==> config.mk <==
export PLATFORM = sky130hd
export DESIGN_NAME = sdrm_round
export DESIGN_NICKNAME = d
export VERILOG_FILES = /design/src/design/sdrm_pkg.sv /design/src/design/sdrm_round.sv
export SDC_FILE = /design/constraint.sdc
export NUM_CORES = 1
export LEC_CHECK = 0
export ABC_AREA = 1
export BUFFER_PORTS_ARGS = -buffer_cell sky130_fd_sc_hd__buf_2
export CAP_MARGIN = 10
export CELL_PAD_IN_SITES_DETAIL_PLACEMENT = 0
export CELL_PAD_IN_SITES_GLOBAL_PLACEMENT = 1
export CORE_MARGIN = 2
export CORE_UTILIZATION = 35
export CTS_CLUSTER_DIAMETER = 80
export CTS_CLUSTER_SIZE = 24
export DETAILED_ROUTE_END_ITERATION = 7
export PLACE_DENSITY = 0.76
export SYNTH_ARGS = -nofsm -noshare
export SYNTH_HDL_FRONTEND = slang
export SYNTH_SLANG_ARGS = --single-unit
==> constraint.sdc <==
create_clock -name clock -period 4.3 [get_ports clock]
set_input_delay 0.43 -clock clock [delete_from_list [all_inputs] [get_ports clock]]
set_output_delay 0.43 -clock clock [all_outputs]
set_load 0.01 [all_outputs]
==> src/design/sdrm_pkg.sv <==
// Shared types and codes for the signed divider with rounding modes.
package sdrm_pkg;

   // rounding mode codes
   typedef enum logic [3:0] {
      MODE_TO_ZERO      = 4'd0,
      MODE_AWAY_ZERO    = 4'd1,
      MODE_TO_INF       = 4'd2,
      MODE_TO_NEG_INF   = 4'd3,
      MODE_TO_ODD       = 4'd4,
      MODE_TO_EVEN      = 4'd5,
      MODE_TIES_ZERO    = 4'd6,
      MODE_TIES_AWAY    = 4'd7,
      MODE_TIES_INF     = 4'd8,
      MODE_TIES_NEG_INF = 4'd9,
      MODE_TIES_ODD     = 4'd10,
      MODE_TIES_EVEN    = 4'd11
   } mode_type;

   // status codes
   localparam logic [1:0] STATUS_OK       = 2'd0;
   localparam logic [1:0] STATUS_DIV_ZERO = 2'd1;
   localparam logic [1:0] STATUS_OVERFLOW = 2'd2;

   // side info carried along the divider stages
   typedef struct packed {
      logic [3:0] mode;
      logic       neg;
      logic       xn;
      logic [1:0] status;
   } side_type;

endpackage

==> src/design/sdrm_round.sv <==
// Rounding stage: picks the quotient offset and fixes the remainder.
module sdrm_round
   import sdrm_pkg::*;
#(
   parameter int WIDTH = 32
) (
   input  logic             clock,
   input  logic             reset,
   input  logic             stall,
   input  logic             valid_in,
   input  logic [WIDTH-1:0] qm,
   input  logic [WIDTH-1:0] rm,
   input  logic [WIDTH-1:0] uy,
   input  logic [WIDTH-1:0] y,
   input  side_type         side_in,
   output logic             valid_out,
   output logic [WIDTH-1:0] quotient,
   output logic [WIDTH-1:0] remainder,
   output logic [1:0]       status
);

   logic             valid_ff;
   logic [WIDTH-1:0] quo_ff, quo_in, rem_ff, rem_in, qa, r0;
   logic [1:0]       status_ff;
   logic [WIDTH:0]   twice;
   logic             nz, qodd, above, tie, inc;

   // offset decision per mode
   always_comb begin
      nz    = (rm != '0);
      qodd  = qm[0];
      twice = {rm, 1'b0};
      above = twice > {1'b0, uy};
      tie   = twice == {1'b0, uy};
      unique case (side_in.mode)
         MODE_AWAY_ZERO:    inc = nz;
         MODE_TO_INF:       inc = nz && !side_in.neg;
         MODE_TO_NEG_INF:   inc = nz && side_in.neg;
         MODE_TO_ODD:       inc = nz && !qodd;
         MODE_TO_EVEN:      inc = nz && qodd;
         MODE_TIES_ZERO:    inc = above;
         MODE_TIES_AWAY:    inc = above || tie;
         MODE_TIES_INF:     inc = above || (tie && !side_in.neg);
         MODE_TIES_NEG_INF: inc = above || (tie && side_in.neg);
         MODE_TIES_ODD:     inc = above || (tie && !qodd);
         MODE_TIES_EVEN:    inc = above || (tie && qodd);
         default:           inc = 1'b0;
      endcase
      qa = qm + {{(WIDTH-1){1'b0}}, inc};
      r0 = side_in.xn ? (~rm + 1'b1) : rm;
      if (side_in.status == STATUS_DIV_ZERO) begin
         quo_in = '0;
         rem_in = '0;
      end else if (side_in.status == STATUS_OVERFLOW) begin
         quo_in = {1'b1, {(WIDTH-1){1'b0}}};
         rem_in = '0;
      end else begin
         quo_in = side_in.neg ? (~qa + 1'b1) : qa;
         if (!inc) begin
            rem_in = r0;
         end else if (side_in.neg) begin
            rem_in = r0 + y;
         end else begin
            rem_in = r0 - y;
         end
      end
   end

   always_ff @(posedge clock) begin
      if (reset) begin
         valid_ff <= 1'b0;
      end else if (!stall) begin
         valid_ff <= valid_in;
      end
   end

   always_ff @(posedge clock) begin
      if (!stall) begin
         quo_ff    <= quo_in;
         rem_ff    <= rem_in;
         status_ff <= side_in.status;
      end
   end

   assign valid_out = valid_ff;
   assign quotient  = quo_ff;
   assign remainder = rem_ff;
   assign status    = status_ff;

endmodule
==> results.py <==
metrics = {
    "status": {
        "status": "complete, no violations",
    },
    "timing": {
        "rsz0062_at_grt": "false",
        "timing.final.hold_violations": 0,
        "finClkSkew_ns": 0,
        "finalSetupViolCount": 0,
        "max_slew_margin_pct": 40.0,
        "hold_ws_ns": 0.235,
        "fin_ws_ns": 0.433,
        "setup-tns-final_ns": 0,
        "timing.final.crit_share_pct": 89.9,
        "period_minus_slack_ns": 3.87,
        "tightestPinTransition_ns": 0.895,
        "maxSlewViolCount": 0,
        "fmax_mhz": 259,
    },
    "floorplanning": {
        "num_rows": 59,
        "core_um2": 26000,
        "die_area_um2": 27700,
        "pin_count": 207,
        "die_w_um": 166,
        "start_util_pct": 35.5,
        "die_h_um": 166,
    },
    "cts": {
        "htreeDepth": 3,
        "cts_tree": "done",
        "hold_buffers": 0,
        "cts_made_buffers": 9,
        "post_cts_buffers": 0,
        "cts_resized": 0,
        "clk_path_buf_depth": 2,
        "clock_latency_ns": 0.35,
        "clockRootBuffer": "clkbuf_16",
        "cts.sinks": 67,
        "cts.clk_slew.worst_paths_ns": 0.07,
    },
    "cells_and_area": {
        "drive_gt1_share_pct": 18.3,
        "nets": 1884,
        "n_fill_cell": 2877,
        "areaGrowthSynthToFinish_pct": 19.6,
        "final_util_pct": 42.4,
    },
    "critical_path": {
        "worstPathRequired_ns": 4.42,
        "critPathSlowestCell": "xnor2_1",
        "max_stage_delay_ns": 0.29,
        "arrival_ns": 3.98,
        "crit_path_end_kind": "flip-flop",
        "setup.worst_path.class": "in -> reg",
        "critPathMaxFanout": 5,
        "cp-start-kind": "input port",
    },
    "job": {
        "maxCapViolations": 0,
    },
    "power_and_ir_drop": {
        "p_switching_uw": 1220,
        "power_density_nw_per_um2": 268,
        "power.internal_uw": 1740,
        "p_leak_uw": 0.00539,
        "power.total_uw": 2960,
        "pwr-share-comb_pct": 44.6,
        "pwr-share-clk_pct": 27.0,
        "seq_power_share_pct": 28.4,
        "p_sw_share_pct": 41.2,
        "max-vdd-ir-drop_mv": 0.191,
    },
    "detailed_routing": {
        "drt_wl_total_um": 31400,
        "drtAntennaViolNets": 0,
        "first_iter_violations": 590,
        "wl_per_cell_um": 15.6,
        "route.detailed.drc": 0,
        "met1_length_um": 15200,
        "wl_met2_um": 13600,
        "met3_wirelength_um": 2050,
        "dr.pass1.iters": 5,
        "highest_layer": "met4",
        "via_per_inst": 4.98,
        "num_vias": 10036,
    },
    "global_routing": {
        "grt_pass1_vias": 9287,
        "grt_max_degree": 43,
        "grt_pass1_wl_um": 49600,
        "overflow": 0,
        "grt_use_total_pct": 22.5,
        "antenna_found_initial": 1,
    },
    "synthesis": {
        "synth_nets": 1672,
        "synth-edff-count": 66,
        "synth_top_area_share_pct": 21.5,
        "synth_ff_type": "edfxtp_1",
        "synthArstFlopShare_pct": 0,
        "yosys.area.top_type": "edfxtp_1",
        "seq_area_frac_synth_pct": 21.7,
        "synth_area_leaders": "edfxtp_1, nand2_1, ha_1, inv_1, nor2_1",
        "syn_area_um2": 9220,
        "yosysUniqueCellTypes": 50,
        "ys_ff_latch": 67,
        "syn_avg_cell_area_um2": 6.31,
        "yosysWarnings": 0,
        "netlist_instances": 1462,
    },
    "place": {
        "pre_cts_slack_ns": 0.0684,
        "dp_hpwl_um": 26300,
        "port_buffers": 206,
        "place_congestion": 0.947,
    },
    "min_path": {
        "hp-class": "in -> reg",
    },
}
==> power by group through the flow <==
stage | Clock, uW | Sequential [uW] | Combinational (uW)
finish | 799 | 840 | 1320
global route | 840 | 848 | 1480
CTS | 813 | 842 | 1310
detailed placement | 0 | 854 | 1300
global placement | 0 | 855 | 1300
floorplan | 0 | 897 | 808
==> flip-flops by register name (all words and copies together) (netlist names) <==
name,flops
valid_out,1
status,2
quotient,32
remainder,32
==> cells in the mapped netlist (19+ instances only) <==
master and count:
edfxtp_1 66, nand2_1 396, nand3_1 81, nor3_1 28, nand3b_1 19, inv_1 188, a21oi_1 117, o21ai_0 77
nor2_1 175, nand4_1 21, ha_1 69, xor2_1 65
==> per-stage QoR <==
step	instances	cell area, um^2
global route	2014	11000
CTS	2014	11000
global placement	1998	10700
finish	2015	11000
detailed placement	1998	10700
floorplan	1462	9220
==> kinds of logic (layout without fill, tap and decap cells) <==
logic type      after synthesis  after routing  share of synthesized area (%)
simple gates                793            793                           38.6
fa+ha+maj                    70             70                           9.58
flops                        67             67                           21.7
buf+inv                     221            438                           9.06
xor+xnor                     83             83                           7.97
compound gates              228            228                           13.1
other cells                   0              1                              0
==> metal layers <==
layer	global-route usage, %	vias up
li1	-	5250
met3	3.96	26
met4	5.21	0
met2	35.7	309
met5	0	-
met1	31.8	4451
==> worst max-delay path, delay by kind of cell <==
family / cells / cell delay (ns)
buffers and inverters: 2 / 0.16
AO/OA/AOI/OAI: 1 / 0.13
AND/OR/NAND/NOR: 19 / 2.50
adder cells (fa/ha/maj): 2 / 0.45
XOR/XNOR: 1 / 0.29
==> layout by cell type, fill, tap and decap left out, types with 12 or more instances in the layout <==
| master | count |
|---|---|
| nor3_1 | 28 |
| xor2_1 | 65 |
| edfxtp_1 | 66 |
| xnor2_1 | 17 |
| nand4_1 | 21 |
| nor2_4 | 12 |
| buf_4 | 18 |
| nand2_2 | 16 |
| buf_2 | 206 |
| o21ai_0 | 77 |
| nand2_1 | 396 |
| nand3b_1 | 19 |
| nor2_1 | 175 |
| ha_1 | 69 |
| nand3_1 | 81 |
| a21oi_1 | 117 |
| inv_1 | 187 |
==> area by class of cell <==
type / instances / area [um^2] / share of cell area [%]
inverter: 198 / 744 / 6.75
multi-input combinational: 1174 / 6380 / 57.9
tap: 335 / 419 / 3.80
antenna: 1 / 2.50 / 0.0227
clock buffer: 9 / 225 / 2.04
sequential: 67 / 2000 / 18.2
clock inverter: 7 / 81.3 / 0.738
timing repair buffer: 224 / 1170 / 10.6
==> worst paths after layout <==
path	from	end	slack [ns]	depth (start not counted)
worst max register to register	valid_out	valid_out	3.75	2
worst min-delay path	reset	valid_out	0.23	2
worst min register to register	valid_out	valid_out	0.45	2
worst max-delay path	rm[13]	quotient[31]	0.43	25
(Power assumes the default switching activity.)
