### config.mk
export PLATFORM = sky130hd
export DESIGN_NAME = sdrm_div_stage
export DESIGN_NICKNAME = d
export VERILOG_FILES = /design/src/design/sdrm_pkg.sv /design/src/design/sdrm_div_stage.sv
export SDC_FILE = /design/constraint.sdc
export NUM_CORES = 1
export LEC_CHECK = 0
export ABC_CLOCK_PERIOD_IN_PS = 4100
export BUFFER_PORTS_ARGS = -buffer_cell sky130_fd_sc_hd__buf_4
export CAP_MARGIN = 15
export CORE_AREA = 2 2 145 111
export CTS_CLUSTER_DIAMETER = 80
export CTS_CLUSTER_SIZE = 14
export DETAILED_ROUTE_END_ITERATION = 16
export DIE_AREA = 0 0 147 113
export PLACE_DENSITY = 0.73
export SYNTH_ARGS = -nofsm -noshare
export SYNTH_HDL_FRONTEND = slang
export SYNTH_SLANG_ARGS = --single-unit
### constraint.sdc
create_clock -name clock -period 4.1 [get_ports clock]
set_input_delay 0.82 -clock clock [delete_from_list [all_inputs] [get_ports clock]]
set_output_delay 0.82 -clock clock [all_outputs]
set_load 0.02 [all_outputs]
### src/design/sdrm_pkg.sv
// Shared types and codes for the signed divider with rounding modes.
package sdrm_pkg;

   // rounding mode codes
   typedef enum logic [3:0] {
      MODE_TO_ZERO      = 4'd0,
      MODE_AWAY_ZERO    = 4'd1,
      MODE_TO_INF       = 4'd2,
      MODE_TO_NEG_INF   = 4'd3,
      MODE_TO_ODD       = 4'd4,
      MODE_TO_EVEN      = 4'd5,
      MODE_TIES_ZERO    = 4'd6,
      MODE_TIES_AWAY    = 4'd7,
      MODE_TIES_INF     = 4'd8,
      MODE_TIES_NEG_INF = 4'd9,
      MODE_TIES_ODD     = 4'd10,
      MODE_TIES_EVEN    = 4'd11
   } mode_type;

   // status codes
   localparam logic [1:0] STATUS_OK       = 2'd0;
   localparam logic [1:0] STATUS_DIV_ZERO = 2'd1;
   localparam logic [1:0] STATUS_OVERFLOW = 2'd2;

   // side info carried along the divider stages
   typedef struct packed {
      logic [3:0] mode;
      logic       neg;
      logic       xn;
      logic [1:0] status;
   } side_type;

endpackage

### src/design/sdrm_div_stage.sv
// One restoring division step stage: shifts in one dividend bit per cycle unless stalled.
module sdrm_div_stage
   import sdrm_pkg::*;
#(
   parameter int WIDTH = 32
) (
   input  logic             clock,
   input  logic             reset,
   input  logic             stall,
   input  logic             valid_in,
   input  logic [WIDTH-1:0] rem_in,
   input  logic [WIDTH-1:0] quo_in,
   input  logic [WIDTH-1:0] dvs_in,
   input  logic [WIDTH-1:0] y_in,
   input  side_type         side_in,
   output logic             valid_out,
   output logic [WIDTH-1:0] rem_out,
   output logic [WIDTH-1:0] quo_out,
   output logic [WIDTH-1:0] dvs_out,
   output logic [WIDTH-1:0] y_out,
   output side_type         side_out
);

   logic             valid_ff;
   logic [WIDTH-1:0] rem_ff, rem_in_w, quo_ff, quo_in_w, dvs_ff, y_ff;
   side_type         side_ff;
   logic [WIDTH:0]   trial;
   logic [WIDTH:0]   diff;

   // shift the next dividend bit in and try subtracting
   always_comb begin
      trial    = {rem_in, quo_in[WIDTH-1]};
      diff     = trial - {1'b0, dvs_in};
      if (!diff[WIDTH]) begin
         rem_in_w = diff[WIDTH-1:0];
         quo_in_w = {quo_in[WIDTH-2:0], 1'b1};
      end else begin
         rem_in_w = trial[WIDTH-1:0];
         quo_in_w = {quo_in[WIDTH-2:0], 1'b0};
      end
   end

   always_ff @(posedge clock) begin
      if (reset) begin
         valid_ff <= 1'b0;
      end else if (!stall) begin
         valid_ff <= valid_in;
      end
   end

   always_ff @(posedge clock) begin
      if (!stall) begin
         rem_ff  <= rem_in_w;
         quo_ff  <= quo_in_w;
         dvs_ff  <= dvs_in;
         y_ff    <= y_in;
         side_ff <= side_in;
      end
   end

   assign valid_out = valid_ff;
   assign rem_out   = rem_ff;
   assign quo_out   = quo_ff;
   assign dvs_out   = dvs_ff;
   assign y_out     = y_ff;
   assign side_out  = side_ff;

endmodule

==> run summary, run 1 <==
Status = finished, final reports clean
Port-buffer cells = 276
Drt wl/cell = 18.5 um
Pwr per Cell Area = 460 mW/mm2
Top Ports = 277
Setup TNS = 0 ns
Synth area leaders = edfxtp_1 (62%), ha_1 (6.1%), mux2_4 (4.1%)
Post-Syn Area per Cell = 13.2 um2
Die Area = 0.0166 mm2
Rows = 39
Number of enable flip-flop cells after synthesis = 136
Period Utilization, post-route = 81.8%
Layout cell share with drive strength beyond 1 = 42.2%
Synth warnings = 0
Setup skew after layout = 0 ns
Grt ovf = 0
Max-cap violations = 0
Seq/Total Area, Yosys = 62.4%
Critical path, cell by cell = buf_4 -> ha_1 -> a21oi_2 -> o211ai_1 -> a221o_1 -> a211o_1 -> o211ai_1 -> o211ai_4 -> buf_4 -> o41ai_1
Max IR drop VDD = 0.269 mV
Max Transition Viols Final = 0
FF+latch count, synth = 137
Largest area contributor in the netlist = edfxtp_1
Clk slew on worst S/H paths = 0.06 ns
Gr usage total = 22.2%
Hold_buf cts = 0
WP data required = 4.27 ns
Leak Pwr = 4.25 nW
WL final = 18.6 mm
R2R setup slack = 3.49 ns
Initial core utilization = 43.5%
Slowest stage delay, CP = 0.53 ns
CTS max path bufs = 2
Main synth FF type = edfxtp_1
Syn-to-layout area delta = 44.6%
H-tree Lvls = 4
DIE HEIGHT = 113 um
Slew margin rel. = 46.0%
Setup violators final = 0
RSZ-0062 raised after global routing = false
Crit path DAT = 3.53 ns
Post-route ant nets = 0
Power Total = 4.38 mW
Core area = 0.0151 mm2
Count leader, synth = edfxtp_1
Vias in the first global route = 4998
Delay-heaviest family, CP = compound AO/OA/AOI/OAI gates
Hold wc startpoint = valid_out$_SDFFE_PP0N_
Maximum clock frequency = 298 MHz
Initial DRC count = 286
Sequential Area = 0.00410 mm2
Clock root cell = clkbuf_16
Initial antenna violation count = 0
Nets = 958
Worst-Skew Late Latency = 0.42 ns
Distinct cells, synth = 51
CTS Buf Count = 17
Detailed-route vias per instance = 5.05
Post-CTS Resized = 0
Hold WS = 0.521 ns
Top cells by count, synth = edfxtp_1 (136), nand2_1 (44), inv_1 (42)
Synth top area share = 62.1%
Pin count of the biggest net entering global routing = 91
Post-CTS Repair Setup Buffers = 0
Post-synth ARST share = 0%
CP max FO = 27
Fin. Hold Viols = 0
Slowest stage cell on the critical path = o41ai_1
Global placement routability congestion = 0.848
Crit path launch type = input pin
Core Util, Final = 62.9%
Via count = 5064
Die width = 147 um
Residual DRC = 0
Mapped cell area = 0.00658 mm2
Worst slew pin tran = 0.810 ns
Area taken by multi-input logic gates = 0.00223 mm2
First drt pass iteration count = 4
Layout fillers = 1204
Crit end category = flip-flop
Tmin final = 3.35 ns
Synthesized instance count = 500
Worst Setup SP = rem_in[12]
Diode count = 0
Buf+Inv Stages, Crit Path = 2
TritonCTS clock tree = yes
Clock tree sinks = 137
Reg2reg start = valid_out$_SDFFE_PP0N_
CP Class = in -> reg
Hpwl dp = 14.4 mm
Syn nets = 673
HP Class = reg -> reg
First-pass GRT wire length = 28.2 mm
## cell usage in the layout, fill, tap and decap left out, types with 14 or more instances in the layout
master and n:
a21o_1 15, a21oi_1 34, buf_4 280, clkbuf_16 17
edfxtp_1 136, ha_1 32, inv_1 41, mux2_4 18
nand2_1 44, nor2_1 17, o21ai_0 24, xnor2_1 14
## path summary, 6_finish.rpt
path	endpoint	depth (start not counted)
worst min register to register	valid_out$_SDFFE_PP0N_	2
worst max register to register	valid_out$_SDFFE_PP0N_	2
worst max-delay path	rem_out[27]$_DFFE_PN_	10
worst min-delay path	valid_out$_SDFFE_PP0N_	2
## cells by family after synthesis
kind of cell,synth area share (%)
flops,62.4
compound gates,12.1
simple gates,7.94
buf+inv,3.67
fa+ha+maj,6.39
xor+xnor,3.20
mux,4.26
## registers in the layout, indices dropped and copies added (netlist names)
signal / cells
valid_out: 1
side_out: 8
y_out: 32
quo_out: 32
dvs_out: 32
rem_out: 32
## layer usage
metal  track usage, %  vias up  share of wire (%)
met5                0        -                  0
met4             5.96        0                1.2
met3             6.90       16                7.0
met2             36.0      175                 48
met1             29.1     2434                 44
li1                 -     2439                  -
## where the power goes
group          leakage [nW]  switching [mW]  internal (mW)
logic                  2.61           0.547          0.452
registers              1.34          0.0420           1.71
clock network         0.307           0.645          0.984
total                  4.25            1.23           3.14
## tightest hold or removal path, cell delays in order, from the launching register on
cell	delay [ns]
dfxtp_1	0.33
mux2i_1	0.08
nor2_1	0.08
## per-stage QoR
stage | std cells | setup slack, ns | instance area [um2]
2_1_floorplan | 500 | 0.166 | 6580
3_3_place_gp | 971 | 0.369 | 8880
3_5_place_dp | 971 | 0.341 | 8880
4_1_cts | 1003 | 0.773 | 9510
5_1_grt | 1003 | 0.605 | 9510
6_report | 1003 | 0.746 | 9510
## cell type report
| type | count | area share, % |
|---|---|---|
| Timing Repair Buffer | 281 | 22.3 |
| Inverter | 43 | 1.75 |
| Sequential cell | 137 | 43.2 |
| Clock buffer | 17 | 4.47 |
| Tap cell | 205 | 2.70 |
| Clock inverter | 15 | 2.15 |
| Multi-Input combinational cell | 305 | 23.5 |
(Power assumes the default switching activity.)
==> run 2, diff against run 1 <==
Settings changed: ABC_AREA set to 1, ABC_CLOCK_PERIOD_IN_PS 4100 to 3300, CORE_AREA 2 2 145 111 to 2 2 143 110, DIE_AREA 0 0 147 113 to 0 0 145 112, PLACE_DENSITY 0.73 to 0.77.
Clock period 4.1 ns to 3.3 ns, I/O delays scaled along.
==> run 2 against run 1 <==
Sequential share of layout area down 2.7 points. Flip-flop and latch count is the same. Synthesized cell count increased by 64%. Synthesized area grew 11%. Hold slack got worse by 0.14 ns. Utilization increased by 5.4 points. Count of clock-buffer cells in the layout did not move. Clock power grew 12%. Via count grew 24%. Clock skew unchanged.
==> run summary, run 2 <==
Setup ws final = 0.829 ns (+0.0823 ns)
Top Ports = 277 (unchanged)
Gr usage total = 24.1% (+2.0 points)
Hold WS = 0.376 ns (-0.144 ns)
Initial core utilization = 48.9% (+5.4 points)
Max-cap violations = 0 (unchanged)
H-tree Lvls = 4 (unchanged)
Syn nets = 994 (+48%)
Leak Pwr = 5.25 nW (+23%)
Seq/Total Area, Yosys = 56.4% (-6.0 points)
Grt ovf = 0 (unchanged)
Mapped cell area = 0.00727 mm2 (+11%)
Crit end category = flip-flop
Maximum clock frequency = 405 MHz
Pin count of the biggest net entering global routing = 92 (+1.1%)
Buf+Inv Stages, Crit Path = 3 (+1)
CTS Buf Count = 17 (unchanged)
Initial antenna violation count = 0 (unchanged)
Drt wl/cell = 14.6 um (-21%)
CTS max path bufs = 2 (unchanged)
First-pass GRT wire length = 30.4 mm (+8.0%)
Core Util, Final = 68.2% (+5.4 points)
Detailed-route vias per instance = 4.73 (-6.2%)
Residual DRC = 0 (unchanged)
Clock root cell = clkbuf_16
RSZ-0062 raised after global routing = false
Most frequent cells in the layout = nand2_1 (335), buf_4 (277), inv_1 (155)
Reg2reg start = valid_out$_SDFFE_PP0N_
Reg2reg end = valid_out$_SDFFE_PP0N_
Hold_buf cts = 0 (unchanged)
Distinct cells, synth = 26 (-49%)
Worst Setup SP = quo_in[31]
CP max FO = 33 (+22%)
Count leader, synth = nand2_1
Clk slew on worst S/H paths = 0.06 ns (about the same)
Post-synth ARST share = 0% (unchanged)
Post-CTS Resized = 0 (unchanged)
Placed Instance Area = 0.00958 mm2 (+7.9%)
Layout cell share with drive strength beyond 1 = 29.1% (-13 points)
Post-Syn Area per Cell = 8.86 um2 (-33%)
Fin. Hold Viols = 0 (unchanged)
Power Total = 5.22 mW (+19%)
Largest area contributor in the netlist = edfxtp_1
Worst Reg-to-Reg Cells = 2 (unchanged)
Critical Path Most Common Cell = nand2_1
Port-buffer cells = 276 (unchanged)
Max IR drop VDD = 0.352 mV (+31%)
FF+latch count, synth = 137 (unchanged)
Period Utilization, post-route = 74.9%
Worst slew pin tran = 0.595 ns (-0.215 ns)
Global placement routability congestion = 0.960 (+13%)
Synth warnings = 0 (unchanged)
First drt pass iteration count = 5 (+1)
Post-CTS Repair Setup Buffers = 0 (unchanged)
Synth area leaders = edfxtp_1 (56%), nand2_1 (17%), inv_1 (8.1%)
Post-Place Cells = 1298 (+34%)
Max Transition Viols Final = 0 (unchanged)
Crit path launch type = input pin
Slew margin rel. = 60.3% (+14 points)
Worst-Skew Late Latency = 0.43 ns (about the same)
CP Class = in -> reg
HP Class = in -> reg
Die Area = 0.0162 mm2 (-2.2%)
Delay-heaviest family, CP = simple AND/OR/NAND/NOR gates
TritonCTS clock tree = yes
Synthesized instance count = 821 (+64%)
Setup TNS = 0 ns (unchanged)
Worst setup endpoint = rem_out[19]$_DFFE_PN_
Nets = 1285 (+34%)
Crit path DAT = 2.65 ns (-0.88 ns)
Pwr per Cell Area = 514 mW/mm2 (+12%)
Diode count = 0 (unchanged)
Post-route ant nets = 0 (unchanged)
Tmin final = 2.47 ns
Hpwl dp = 15.5 mm (+7.0%)
Synth top area share = 56.2% (-6.0 points)
CP Depth = 16 (+6)
Initial DRC count = 436 (+52%)
Clock tree sinks = 137 (unchanged)
R2R setup slack = 2.73 ns (-0.76 ns)
Slowest stage cell on the critical path = fa_1
Fin area = 0.0102 mm2 (+6.8%)
Status = finished, final reports clean
Rows = 39 (unchanged)
Vias in the first global route = 5894 (+18%)
Die width = 145 um (-1.4%)
Syn-to-layout area delta = 39.6%
Top cells by count, synth = nand2_1 (335), inv_1 (156), edfxtp_1 (136)
Number of enable flip-flop cells after synthesis = 136 (unchanged)
Via count = 6296 (+24%)
Core area = 0.0149 mm2 (-1.6%)
WL final = 19.4 mm (+4.5%)
Slowest stage delay, CP = 0.42 ns (-0.11 ns)
DIE HEIGHT = 112 um (-0.88%)
Main synth FF type = edfxtp_1
Setup skew after layout = 0 ns (unchanged)
Critical path, cell by cell = buf_4 -> inv_1 -> ha_1 -> fa_1 -> inv_1 -> nand2_1 -> nand2_1 -> nand3_1 -> nand2_2 -> nand2_1 -> nand2_2 -> nand2_2 -> nand3_1 -> nand2_4 -> nand2_1 -> nand2_1
Setup violators final = 0 (unchanged)
Pre-CTS setup slack = 0.363 ns (+0.0221 ns)
Most common cell after layout, fill and taps aside = nand2_1
WP data required = 3.48 ns (-0.79 ns)
Non-filler cells in the finished layout = 1330 (+33%)
## run 2: changes by cell type after synthesis, sizes merged, moves of 6 or more
cell / before / now
a21o: 15 / 0
clkbuf: 11 / 0
xnor2: 14 / 1
nor2: 17 / 39
o21ai: 24 / 0
o211ai: 9 / 0
nand2: 44 / 345
inv: 43 / 158
mux2: 18 / 0
o21a: 6 / 0
a21oi: 36 / 27
nand3: 11 / 31
## run 2: final cells by class
| type | instances | area [um2] |
|---|---|---|
| Clock buffer | 17 | 425 |
| Clock inverter | 15 | 149 |
| Fill cell | 1159 | 4730 |
| Inverter | 158 | 597 |
| Multi-Input combinational cell | 520 | 2520 |
| Sequential cell | 137 | 4100 |
| Tap cell | 205 | 256 |
| Timing Repair Buffer | 278 | 2100 |
## run 2: cells by family after synthesis
| logic type | synth area share [%] |
|---|---|
| DFF | 56.4 |
| adders and majority gates | 5.78 |
| AOI/OAI and AO/OA | 2.68 |
| xor gates and xnor gates | 1.81 |
| and+or+nand+nor | 24.4 |
| buffers and inverters | 8.93 |
## run 2: worst min path at each step
stage | start | endpoint | cells past startpoint | slack, ns
after floorplan | valid_out$_SDFFE_PP0N_ | valid_out$_SDFFE_PP0N_ | 2 | 0.53
after global placement | valid_out$_SDFFE_PP0N_ | valid_out$_SDFFE_PP0N_ | 2 | 0.45
after detailed placement | valid_out$_SDFFE_PP0N_ | valid_out$_SDFFE_PP0N_ | 2 | 0.46
after CTS | reset | valid_out$_SDFFE_PP0N_ | 2 | 0.37
after global routing | reset | valid_out$_SDFFE_PP0N_ | 2 | 0.37
final | reset | valid_out$_SDFFE_PP0N_ | 2 | 0.38
## run 2: where the power goes
group | total [mW] | switching [mW] | internal [mW]
Sequential | 2.16 | 0.0460 | 2.11
Combinational | 1.23 | 0.744 | 0.491
Clock | 1.83 | 0.824 | 1.00
## run 2: per-layer routing
layer  track usage [%]  share of wire (%)  wire (um)
met5                 0                  0          0
met4              6.07                1.3        244
met3              7.99                9.7       1880
met2              37.3                 45       8740
met1              33.1                 44       8570
